**src/rtl/bgpl_pkg.sv**
```systemverilog
// ----------------------------------------------------------------------------
// bgpl_pkg
// Shared types and constants of the beat grid position lookup unit.
// ----------------------------------------------------------------------------
package bgpl_pkg;

	localparam int DEF_MAX_BEATS     = 1024;
	localparam int DEF_WALK_LIMIT    = 4;
	localparam int DEF_TIME_BITS     = 48;
	localparam int DEF_FRACTION_BITS = 16;

	localparam int ENTRY_IDX_BITS = 10;
	localparam int COUNT_BITS     = 11;

	localparam logic OP_LOAD  = 1'b0;
	localparam logic OP_QUERY = 1'b1;

	typedef enum logic [3:0] {
		ST_IDLE,
		ST_CHK0,
		ST_CHKN,
		ST_HINT,
		ST_WALK,
		ST_BIS,
		ST_BISC,
		ST_INTA,
		ST_INTB,
		ST_INTC,
		ST_PREP,
		ST_DIV,
		ST_FIN
	} state_t;

	typedef enum logic [1:0] {
		MD_BEFORE,
		MD_IN,
		MD_AFTER
	} mode_t;

endpackage

```
**src/rtl/bgpl_front.sv**
```systemverilog
// ----------------------------------------------------------------------------
// bgpl_front
// Command intake: takes items and queues them for the back end (two deep).
// ----------------------------------------------------------------------------
module bgpl_front #(
	parameter int TIME_BITS = bgpl_pkg::DEF_TIME_BITS
) (
	input  logic                               clk,
	input  logic                               arst_n,
	input  logic                               start,
	output logic                               busy,
	input  logic                               opcode,
	input  logic [bgpl_pkg::ENTRY_IDX_BITS-1:0] entry_index,
	input  logic [TIME_BITS-1:0]               entry_time,
	input  logic [TIME_BITS-1:0]               query_time,
	output logic                               q_valid,
	input  logic                               q_pop,
	output logic                               q_opcode,
	output logic [bgpl_pkg::ENTRY_IDX_BITS-1:0] q_index,
	output logic [TIME_BITS-1:0]               q_time
);

	localparam int IW = 1 + bgpl_pkg::ENTRY_IDX_BITS + TIME_BITS;

	logic [IW-1:0] fifo_q [2];
	logic          wr_ptr_q;
	logic          rd_ptr_q;
	logic [1:0]    count_q;
	logic          push;
	logic [IW-1:0] push_data;

	assign busy    = (count_q == 2'd2);
	assign push    = start && !busy;
	assign q_valid = (count_q != 2'd0);

	always_comb begin
		push_data = {opcode, entry_index, (opcode == bgpl_pkg::OP_QUERY) ? query_time : entry_time};
	end

	assign {q_opcode, q_index, q_time} = fifo_q[rd_ptr_q];

	always_ff @(posedge clk) begin
		if (push) begin
			fifo_q[wr_ptr_q] <= push_data;
		end
	end

	always_ff @(posedge clk or negedge arst_n) begin
		if (!arst_n) begin
			wr_ptr_q <= 1'b0;
			rd_ptr_q <= 1'b0;
			count_q  <= 2'd0;
		end else begin
			if (push) begin
				wr_ptr_q <= ~wr_ptr_q;
			end
			if (q_pop) begin
				rd_ptr_q <= ~rd_ptr_q;
			end
			case ({push, q_pop})
				2'b10:   count_q <= count_q + 2'd1;
				2'b01:   count_q <= count_q - 2'd1;
				default: count_q <= count_q;
			endcase
		end
	end

endmodule

```
**config.mk**
```make
export PLATFORM = sky130hd
export DESIGN_NAME = bgpl_front
export DESIGN_NICKNAME = d
export VERILOG_FILES = /design/src/rtl/bgpl_pkg.sv /design/src/rtl/bgpl_front.sv
export SDC_FILE = /design/constraint.sdc
export NUM_CORES = 1
export LEC_CHECK = 0
export BUFFER_PORTS_ARGS = -buffer_cell sky130_fd_sc_hd__buf_2
export CAP_MARGIN = 20
export CORE_MARGIN = 4
export CORE_UTILIZATION = 45
export CTS_CLUSTER_SIZE = 24
export DETAILED_ROUTE_END_ITERATION = 7
export PLACE_DENSITY = 0.75
export SLEW_MARGIN = 25
export SYNTH_ARGS = -nofsm -noshare
export SYNTH_HDL_FRONTEND = slang
export SYNTH_SLANG_ARGS = --single-unit
```
**constraint.sdc**
```tcl
create_clock -name clk -period 3.56 [get_ports clk]
set_input_delay 1.068 -clock clk [delete_from_list [all_inputs] [get_ports clk]]
set_output_delay 1.068 -clock clk [all_outputs]
set_load 0.02 [all_outputs]
```
==> results of run 1 <==
[sequential cells by signal, summed over array words and instances (netlist names)]
signal and cells:
count_q 2, fifo_q 118, rd_ptr_q 1, wr_ptr_q 1
[power breakdown]
part / leakage, nW / total (mW) / switching, mW / internal [mW]
sequential: 1.14 / 2.06 / 0.0776 / 1.98
clock: 0.256 / 1.56 / 0.602 / 0.955
combinational: 1.27 / 1.69 / 1.00 / 0.687
total: 2.66 / 5.31 / 1.68 / 3.62
[layout make-up]
cell class	count	area [sq um]
Timing Repair Buffer	179	916
Fill cell	844	4310
Inverter	1	3.75
Clock inverter	15	129
Multi-Input combinational cell	119	1380
Clock buffer	17	425
Sequential cell	122	3640
Tap cell	140	175
[worst max-delay path: stages (launching register included)]
cell	delay, ns
dfrtp_2	0.35
buf_4	0.42
mux2_2	0.40
buf_2	0.16
[placed cells by master (no fill, tap or decap), types with 3 or more instances in the layout]
cell	count
buf_2	171
edfxtp_1	118
mux2_2	87
mux2_4	20
clkbuf_16	17
buf_4	8
clkinvlp_4	5
clkinv_4	4
xnor2_1	3
dfrtp_1	3
[worst max path at each step]
stage,start,to,slack (ns),depth (start not counted)
floorplan,start,fifo_q[0][0],0.44,2
global placement,rd_ptr_q,q_time[47],1.13,3
detailed placement,opcode,fifo_q[1][12],1.07,3
CTS,rd_ptr_q,q_time[47],0.71,3
global route,rd_ptr_q,q_time[47],0.65,3
finish,rd_ptr_q,q_time[20],0.74,3
[metrics by stage]
stage | worst slack (ns) | utilization [%] | hold WS, ns | total power, mW | std cells
floorplan | 0.438 | - | 0.457 | 3.32 | 254
finish | 0.743 | 60.7 | 0.465 | 5.31 | 593
global route | 0.650 | 60.7 | 0.447 | 5.58 | 593
global placement | 1.13 | 55.7 | 0.472 | 3.78 | 561
CTS | 0.705 | 60.7 | 0.450 | 5.39 | 593
detailed placement | 1.07 | 55.7 | 0.480 | 3.81 | 561
[metal layers]
metal	vias to the layer above	global-route usage (%)	wire length, um
met5	-	0	12
met4	2	5.95	90
met3	9	5.32	789
met2	112	25.0	4800
met1	1372	17.2	3840
li1	1375	-	-
[logic make-up (layout without fill, tap and decap cells)]
| logic type | count (synthesis) | in the layout | synth area share (%) |
|---|---|---|---|
| buffers and inverters | 13 | 212 | 2.39 |
| flip-flops | 122 | 122 | 71.0 |
| multiplexers | 107 | 107 | 24.9 |
| XOR/XNOR | 5 | 5 | 0.853 |
| adder cells (fa/ha/maj) | 1 | 1 | 0.244 |
| AND/OR/NAND/NOR | 6 | 6 | 0.585 |
==> flow_summary.yaml, run 1 <==
run_status:
  run_status: "finished clean"
routing:
  wl_per_cell_um: 16.1
  vias: 2870
  drc: 0
  viasPerCell: 4.84
  ant_nets: 0
  firstDrtPassIters: 4
  wirelength_mm: 9.54
  first_iter_violations: 124
grt:
  grt_max_degree: 38
  grt_pass1_wl_mm: 14.8
  grt_usage_pct: 14.8
  grt.overflow.total: 0
  antenna_found_initial: 1
  grt_pass1_vias: 3105
floorplan:
  die-area_sq_mm: 0.0132
  fp.dieW_um: 115
  die_y_um: 115
  initial_core_util_pct: 46.7
  ios: 172
  coreArea_sq_mm: 0.0110
  rows: 38
cts:
  htree_levels: 4
  postCtsHoldBufs: 0
  worstSkewPairLatency_ns: 0.39
  clock_path_buffers: 2
  cts_made_buffers: 17
  cts_tree: "done"
  post_cts_buffers: 0
  cts.sinks: 122
  clockRootBuffer: "clkbuf_16"
  cts-resized-gates: 0
  clk_pin_slew_worst_paths_ns: 0.05
placed_design:
  portBuffers: 171
  hpwl_mm: 6.73
  place_congestion: 0.681
  placed_area_sq_mm: 0.00611
synth:
  async_flop_share_pct: 3.28
  synth_edf_count: 118
  yosys.area.top_type: "edfxtp_1"
  ys_seq_elements: 122
  synthCells: 254
  synthTopCellsByCount: "118 x edfxtp_1, 87 x mux2_2, 20 x mux2_4, 9 x buf_6, 4 x dfrtp_1"
  postSynthAreaPerCell_sq_um: 20.2
  synth_cell_type_count: 16
  syn_nets: 366
  yosys_warnings: 0
  ys.flop_type: "edfxtp_1"
  yosys-top-cells-area: "edfxtp_1 69%, mux2_2 19%, mux2_4 5.9%"
  yosysSeqAreaShare_pct: 71.0
  synth_most_common_cell: "edfxtp_1"
  yosys.area.top_type_share_pct: 69.0
  netlist_area_sq_mm: 0.00513
job:
  cap_violations: 0
setup_path:
  r2r_end: "fifo_q[1][53]"
  critPathMaxFanout: 37
  reg2reg_from: "count_q[0]"
  cp.required_ns: 2.49
  rrSetupSlack_ns: 1.80
  r2r_cells: 3
  end_kind: "primary output"
  start_kind: "flip-flop"
  crit_type: "flip-flop to primary output"
  crit_arrival_ns: 1.75
layout:
  fin_area_sq_mm: 0.00667
  drive_gt1_share_pct: 70.6
  syn2layout_area_growth_pct: 29.9
  antennaDiodeCount: 0
  final_nets: 552
timing:
  finalMaxSlewViolations: 0
  hold_viol_final: 0
  worst_pin_slew_ns: 0.498
  clock_skew_ns: 0.00500
  rsz0062_at_grt: "no"
  timing.final.crit_share_pct: 79.1
  finalCriticalPeriod_ns: 2.82
  max_clock_freq_mhz: 355
  slew_headroom_pct: 66.8
  setup_tns_ns: 0
  finalSetupViolations: 0
power_and_ir_drop:
  p_leak_nw: 2.66
  p_per_area_mw_per_mm2: 796
  ir_drop_uv: 454
worst_hold_path:
  hold_class: "primary input to async pin"
Power figures use the tool's default switching activity.
==> run 2: changes to the inputs <==
Settings changed: CORE_UTILIZATION 45 to 50, PLACE_DENSITY 0.75 to 0.79.
Clock period 3.56 ns to 2.8 ns, I/O delays scaled along.
==> run 2 against run 1 <==
Compared with the run above: sequential share of layout area fell by 0.63 points; power rose by 32%; core utilization increased by 7.7 points; via count grew 0.38%; die area fell by 9.3%; non-clock buffer count shrank 1; final area up 1.2%; clock-buffer cell count up 1; critical path type unchanged; highest routed layer is now met4.
==> flow_summary.yaml, run 2 (synthesis results as in run 1) <==
timing:
  slew_headroom_pct: 70.4
  timing.final.crit_share_pct: 95.0
  hold_viol_final: 0
  worst_pin_slew_ns: 0.444
  rsz0062_at_grt: "no"
  finalCriticalPeriod_ns: 2.66
  whs_ns: 0.146
  max_clock_freq_mhz: 376
  setup_tns_ns: 0
  finalMaxSlewViolations: 0
  finalSetupViolations: 0
  clock_skew_ns: 0.00655
  setup_ws_ns: 0.139
cts:
  cts.sinks: 122
  clockRootBuffer: "clkbuf_8"
  post_cts_buffers: 0
  cts-resized-gates: 0
  worstSkewPairLatency_ns: 0.49
  htree_levels: 4
  clk_pin_slew_worst_paths_ns: 0.06
  cts_made_buffers: 17
  postCtsHoldBufs: 0
  cts_tree: "done"
  clock_path_buffers: 2
routing:
  wl_met2_mm: 4.90
  first_iter_violations: 122
  top_layer_used: "met4"
  drc: 0
  vias: 2881
  wl_met1_mm: 3.72
  viasPerCell: 4.92
  wirelength_mm: 9.51
  ant_nets: 0
  dr_wl_met3_um: 816
  firstDrtPassIters: 4
  wl_per_cell_um: 16.3
job:
  cap_violations: 0
grt:
  grt.overflow.total: 0
  grt_pass1_vias: 3003
  grt_pass1_wl_mm: 14.0
  grt_max_degree: 51
  grt_usage_pct: 16.0
  antenna_found_initial: 0
layout:
  antennaDiodeCount: 0
  mostFrequentLayoutCells: "171 x buf_2, 118 x edfxtp_1, 87 x mux2_2, 20 x mux2_4, 16 x clkbuf_16"
  largest_reg_flops: 118
  final_nets: 551
  syn2layout_area_growth_pct: 31.5
  drive_gt1_share_pct: 70.6
  top_register: "fifo_q"
  final_common_cell: "buf_2"
  reg_top3: "fifo_q (118), count_q (2)"
power_and_ir_drop:
  p_per_area_mw_per_mm2: 1040
  ir_drop_uv: 517
  p_leak_nw: 2.71
  p_total_mw: 7.03
placed_design:
  hpwl_mm: 6.61
  place_congestion: 0.699
  dp_slack_ns: 0.586
  portBuffers: 171
floorplan:
  fp.dieW_um: 109
  ios: 172
  die-area_sq_mm: 0.0119
  initial_core_util_pct: 52.0
  rows: 36
  coreArea_sq_mm: 0.00986
  die_y_um: 109
setup_path:
  start_kind: "flip-flop"
  end_kind: "primary output"
  rrSetupSlack_ns: 1.18
  slowest_stage: "dfrtp_4"
  crit_arrival_ns: 1.82
  cp.required_ns: 1.96
  crit_type: "flip-flop to primary output"
  critPathMaxFanout: 29
  cp_slowest_stage_delay_ns: 0.55
  path_cells: "buf_12 -> mux2_2 -> buf_2"
run_status:
  run_status: "finished clean"
worst_hold_path:
  hold_class: "primary input to async pin"
## run 2: cell count changes in the layout (fill, tap and decap cells not counted), moves of 2 or more
cell	before	now
bufinv_16	1	4
clkinvlp_4	5	3
buf_12	0	3
buf_4	8	4
## run 2: worst max-delay path, delay by kind of cell (launching register included)
family / cells / cell delay (ns)
flops: 1 / 0.55
buf+inv: 2 / 0.39
mux: 1 / 0.37
## run 2: metal layers
metal,global-route usage (%),vias up
li1,-,1367
met1,18.0,1390
met2,28.2,117
met3,5.81,7
met4,5.61,0
met5,0,-
## run 2: through the flow
step	instance area [sq um]	utilization [%]	instances
after floorplan	5140	-	254
after global placement	6140	62.2	553
after detailed placement	6140	62.2	553
after CTS	6750	68.4	585
after global routing	6750	68.4	585
final	6750	68.4	585
## run 2: final cells by class
class                   instances  area [sq um]
repair buffers                178           946
flip-flops and latches        122          3650
clock inverters                14           195
inverters                       1          3.75
fillers                       642          3110
multi-input cells             119          1380
well taps                     133           166
clock buffers                  18           418
## run 2: worst paths after layout
kind,startpoint,end,depth (start not counted)
hold / removal,arst_n,count_q[0],1
min in group clk,count_q[1],count_q[1],1
hold reg to reg,count_q[1],count_q[1],1
max in group asynchronous,arst_n,rd_ptr_q,1
setup reg to reg,count_q[0],fifo_q[0][55],4
setup / recovery,rd_ptr_q,q_time[19],3
## run 2: where the power goes
part           internal [mW]  total [mW]  leakage, nW  switching (mW)
clock                   1.45        2.20        0.289           0.753
sequential              2.52        2.67         1.14           0.144
combinational          0.912        2.16         1.28            1.25
==> run 3: changes to the inputs <==
Settings changed: ABC_AREA set to 1, CORE_UTILIZATION 50 to 51, PLACE_DENSITY 0.79 to 0.8.
==> run 3 against run 2 <==
Compared with the run above: core utilization up 1.2 points; sequential power about the same; power up 1.5%; clock-buffer cell count up 2; register-to-register slack worse by 0.08 ns; clock power about the same; worst hold slack better by 0.0031 ns; critical path type unchanged; final area up 1.7%; clock skew up 0.00089 ns; global-route usage up 2.3 points; sequential share of layout area down 0.91 points.
==> flow_summary.yaml, run 3 <==
cts:
  worstSkewPairLatency_ns: 0.48
  cts.sinks: 122
  cts-resized-gates: 0
  htree_levels: 4
  postCtsHoldBufs: 0
  clk_pin_slew_worst_paths_ns: 0.06
  clockRootBuffer: "clkbuf_8"
  cts_tree: "done"
  clock_path_buffers: 2
  post_cts_buffers: 0
  cts_made_buffers: 17
setup_path:
  slowest_stage: "dfrtp_4"
  path_cells: "buf_12 -> o21ai_0 -> buf_2"
  cpLargestDelayFamily: "flip-flops"
  cp.required_ns: 1.96
  cp_num_buf_inv: 2
  crit_type: "flip-flop to primary output"
  start_kind: "flip-flop"
  r2r_end: "fifo_q[1][31]"
  critPathMaxFanout: 41
  r2r_cells: 4
  end_kind: "primary output"
  cp_slowest_stage_delay_ns: 0.62
  crit_arrival_ns: 1.82
  reg2reg_from: "count_q[1]"
  rrSetupSlack_ns: 1.10
placed_design:
  portBuffers: 171
  hpwl_mm: 7.79
  dp_slack_ns: 0.588
  place_congestion: 0.751
synth:
  synthTopCellsByCount: "118 x edfxtp_1, 114 x inv_1, 114 x nand2_1, 97 x o21ai_0, 14 x buf_2"
  yosys-top-cells-area: "edfxtp_1 68%, o21ai_0 9.3%, inv_1 8.2%"
  async_flop_share_pct: 3.28
  yosys.area.top_type: "edfxtp_1"
  synth_cell_type_count: 16
  yosys_warnings: 0
  synth_most_common_cell: "edfxtp_1"
  syn_nets: 601
  synth_edf_count: 118
  yosysSeqAreaShare_pct: 69.6
  netlist_area_sq_mm: 0.00523
  ys_seq_elements: 122
  synthCells: 489
  ys.flop_type: "edfxtp_1"
  postSynthAreaPerCell_sq_um: 10.7
  yosys.area.top_type_share_pct: 67.7
layout:
  mostFrequentLayoutCells: "171 x buf_2, 118 x edfxtp_1, 114 x nand2_1, 113 x inv_1, 97 x o21ai_0"
  n_fill_cell: 710
  multi_input_area_sq_mm: 0.00103
  regArea_sq_mm: 0.00365
  top_register: "fifo_q"
  final_util_pct: 69.6
  largest_reg_flops: 118
  final_nets: 778
  antennaDiodeCount: 0
  syn2layout_area_growth_pct: 31.3
  final_common_cell: "buf_2"
  drive_gt1_share_pct: 31.5
  reg_top3: "fifo_q (118), count_q (2)"
routing:
  vias: 3805
  firstDrtPassIters: 4
  wl_per_cell_um: 13.6
  drc: 0
  first_iter_violations: 234
  ant_nets: 0
  wirelength_mm: 11.0
  viasPerCell: 4.69
timing:
  hold_viol_final: 0
  rsz0062_at_grt: "no"
  finalCriticalPeriod_ns: 2.66
  max_clock_freq_mhz: 377
  finalMaxSlewViolations: 0
  clock_skew_ns: 0.00744
  timing.final.crit_share_pct: 94.8
  finalSetupViolations: 0
  setup_ws_ns: 0.145
  worst_pin_slew_ns: 0.560
  slew_headroom_pct: 62.7
  setup_tns_ns: 0
worst_hold_path:
  hold_class: "primary input to async pin"
power_and_ir_drop:
  p_per_area_mw_per_mm2: 1040
  ir_drop_uv: 579
  p_leak_nw: 3.22
floorplan:
  coreArea_sq_mm: 0.00986
  die-area_sq_mm: 0.0119
  ios: 172
  fp.dieW_um: 109
  initial_core_util_pct: 53.0
  die_y_um: 109
  rows: 36
job:
  cap_violations: 0
grt:
  grt_pass1_vias: 3630
  grt.overflow.total: 0
  grt_usage_pct: 18.3
  grt_pass1_wl_mm: 16.7
  grt_max_degree: 51
  antenna_found_initial: 0
run_status:
  run_status: "finished clean"
[run 3: logic make-up (layout without fill, tap and decap cells)]
kind of cell | Yosys count | after routing | share of synthesized area (%)
and+or+nand+nor | 119 | 119 | 8.63
buffers and inverters | 137 | 327 | 10.8
AOI/OAI and AO/OA | 108 | 108 | 10.3
xor gates and xnor gates | 2 | 2 | 0.335
DFF | 122 | 122 | 69.6
adders and majority gates | 1 | 1 | 0.239
[run 3: through the flow]
step,power (mW),instances,hold slack [ns],instance area (sq um)
CTS,7.17,811,0.119,6840
global placement,4.87,779,0.454,6230
global route,7.53,812,0.122,6870
finish,7.13,812,0.149,6870
floorplan,4.11,489,0.442,5240
detailed placement,4.95,779,0.472,6230
[run 3: routing by layer]
layer	routed length (um)	vias to the layer above	part of all wire, %	global-route usage, %
met4	40	0	0.36	5.61
met2	6040	119	55	34.3
li1	-	1936	-	-
met5	0	-	0	0
met3	608	2	5.5	4.44
met1	4350	1748	39	20.4
[run 3: worst max-delay path by stage]
stage          cells after the start            to     start
2_1_floorplan                      2  fifo_q[0][0]     start
3_3_place_gp                       3    q_time[21]  rd_ptr_q
3_5_place_dp                       3    q_time[18]  rd_ptr_q
4_1_cts                            3    q_time[18]  rd_ptr_q
5_1_grt                            3     q_time[9]  rd_ptr_q
6_report                           3    q_time[18]  rd_ptr_q
[run 3: where the power goes]
group | switching, mW | leakage [nW] | internal [mW] | total (mW)
clock | 0.733 | 0.299 | 1.47 | 2.20
sequential | 0.175 | 1.15 | 2.52 | 2.70
combinational | 1.54 | 1.78 | 0.694 | 2.24
total | 2.45 | 3.22 | 4.68 | 7.13
[run 3: area by class of cell]
cell class | instances | area share [%]
clock inverter | 12 | 2.53
tap | 133 | 2.42
clock buffer | 20 | 6.34
timing repair buffer | 181 | 14.4
multi-input combinational | 230 | 15.0
inverter | 114 | 6.23
sequential | 122 | 53.1
[run 3: worst reg2reg max path, stage by stage (launching register included)]
cell	delay, ns
dfrtp_1	0.38
inv_1	0.11
o21ai_0	0.20
nor2_4	0.16
buf_4	0.46
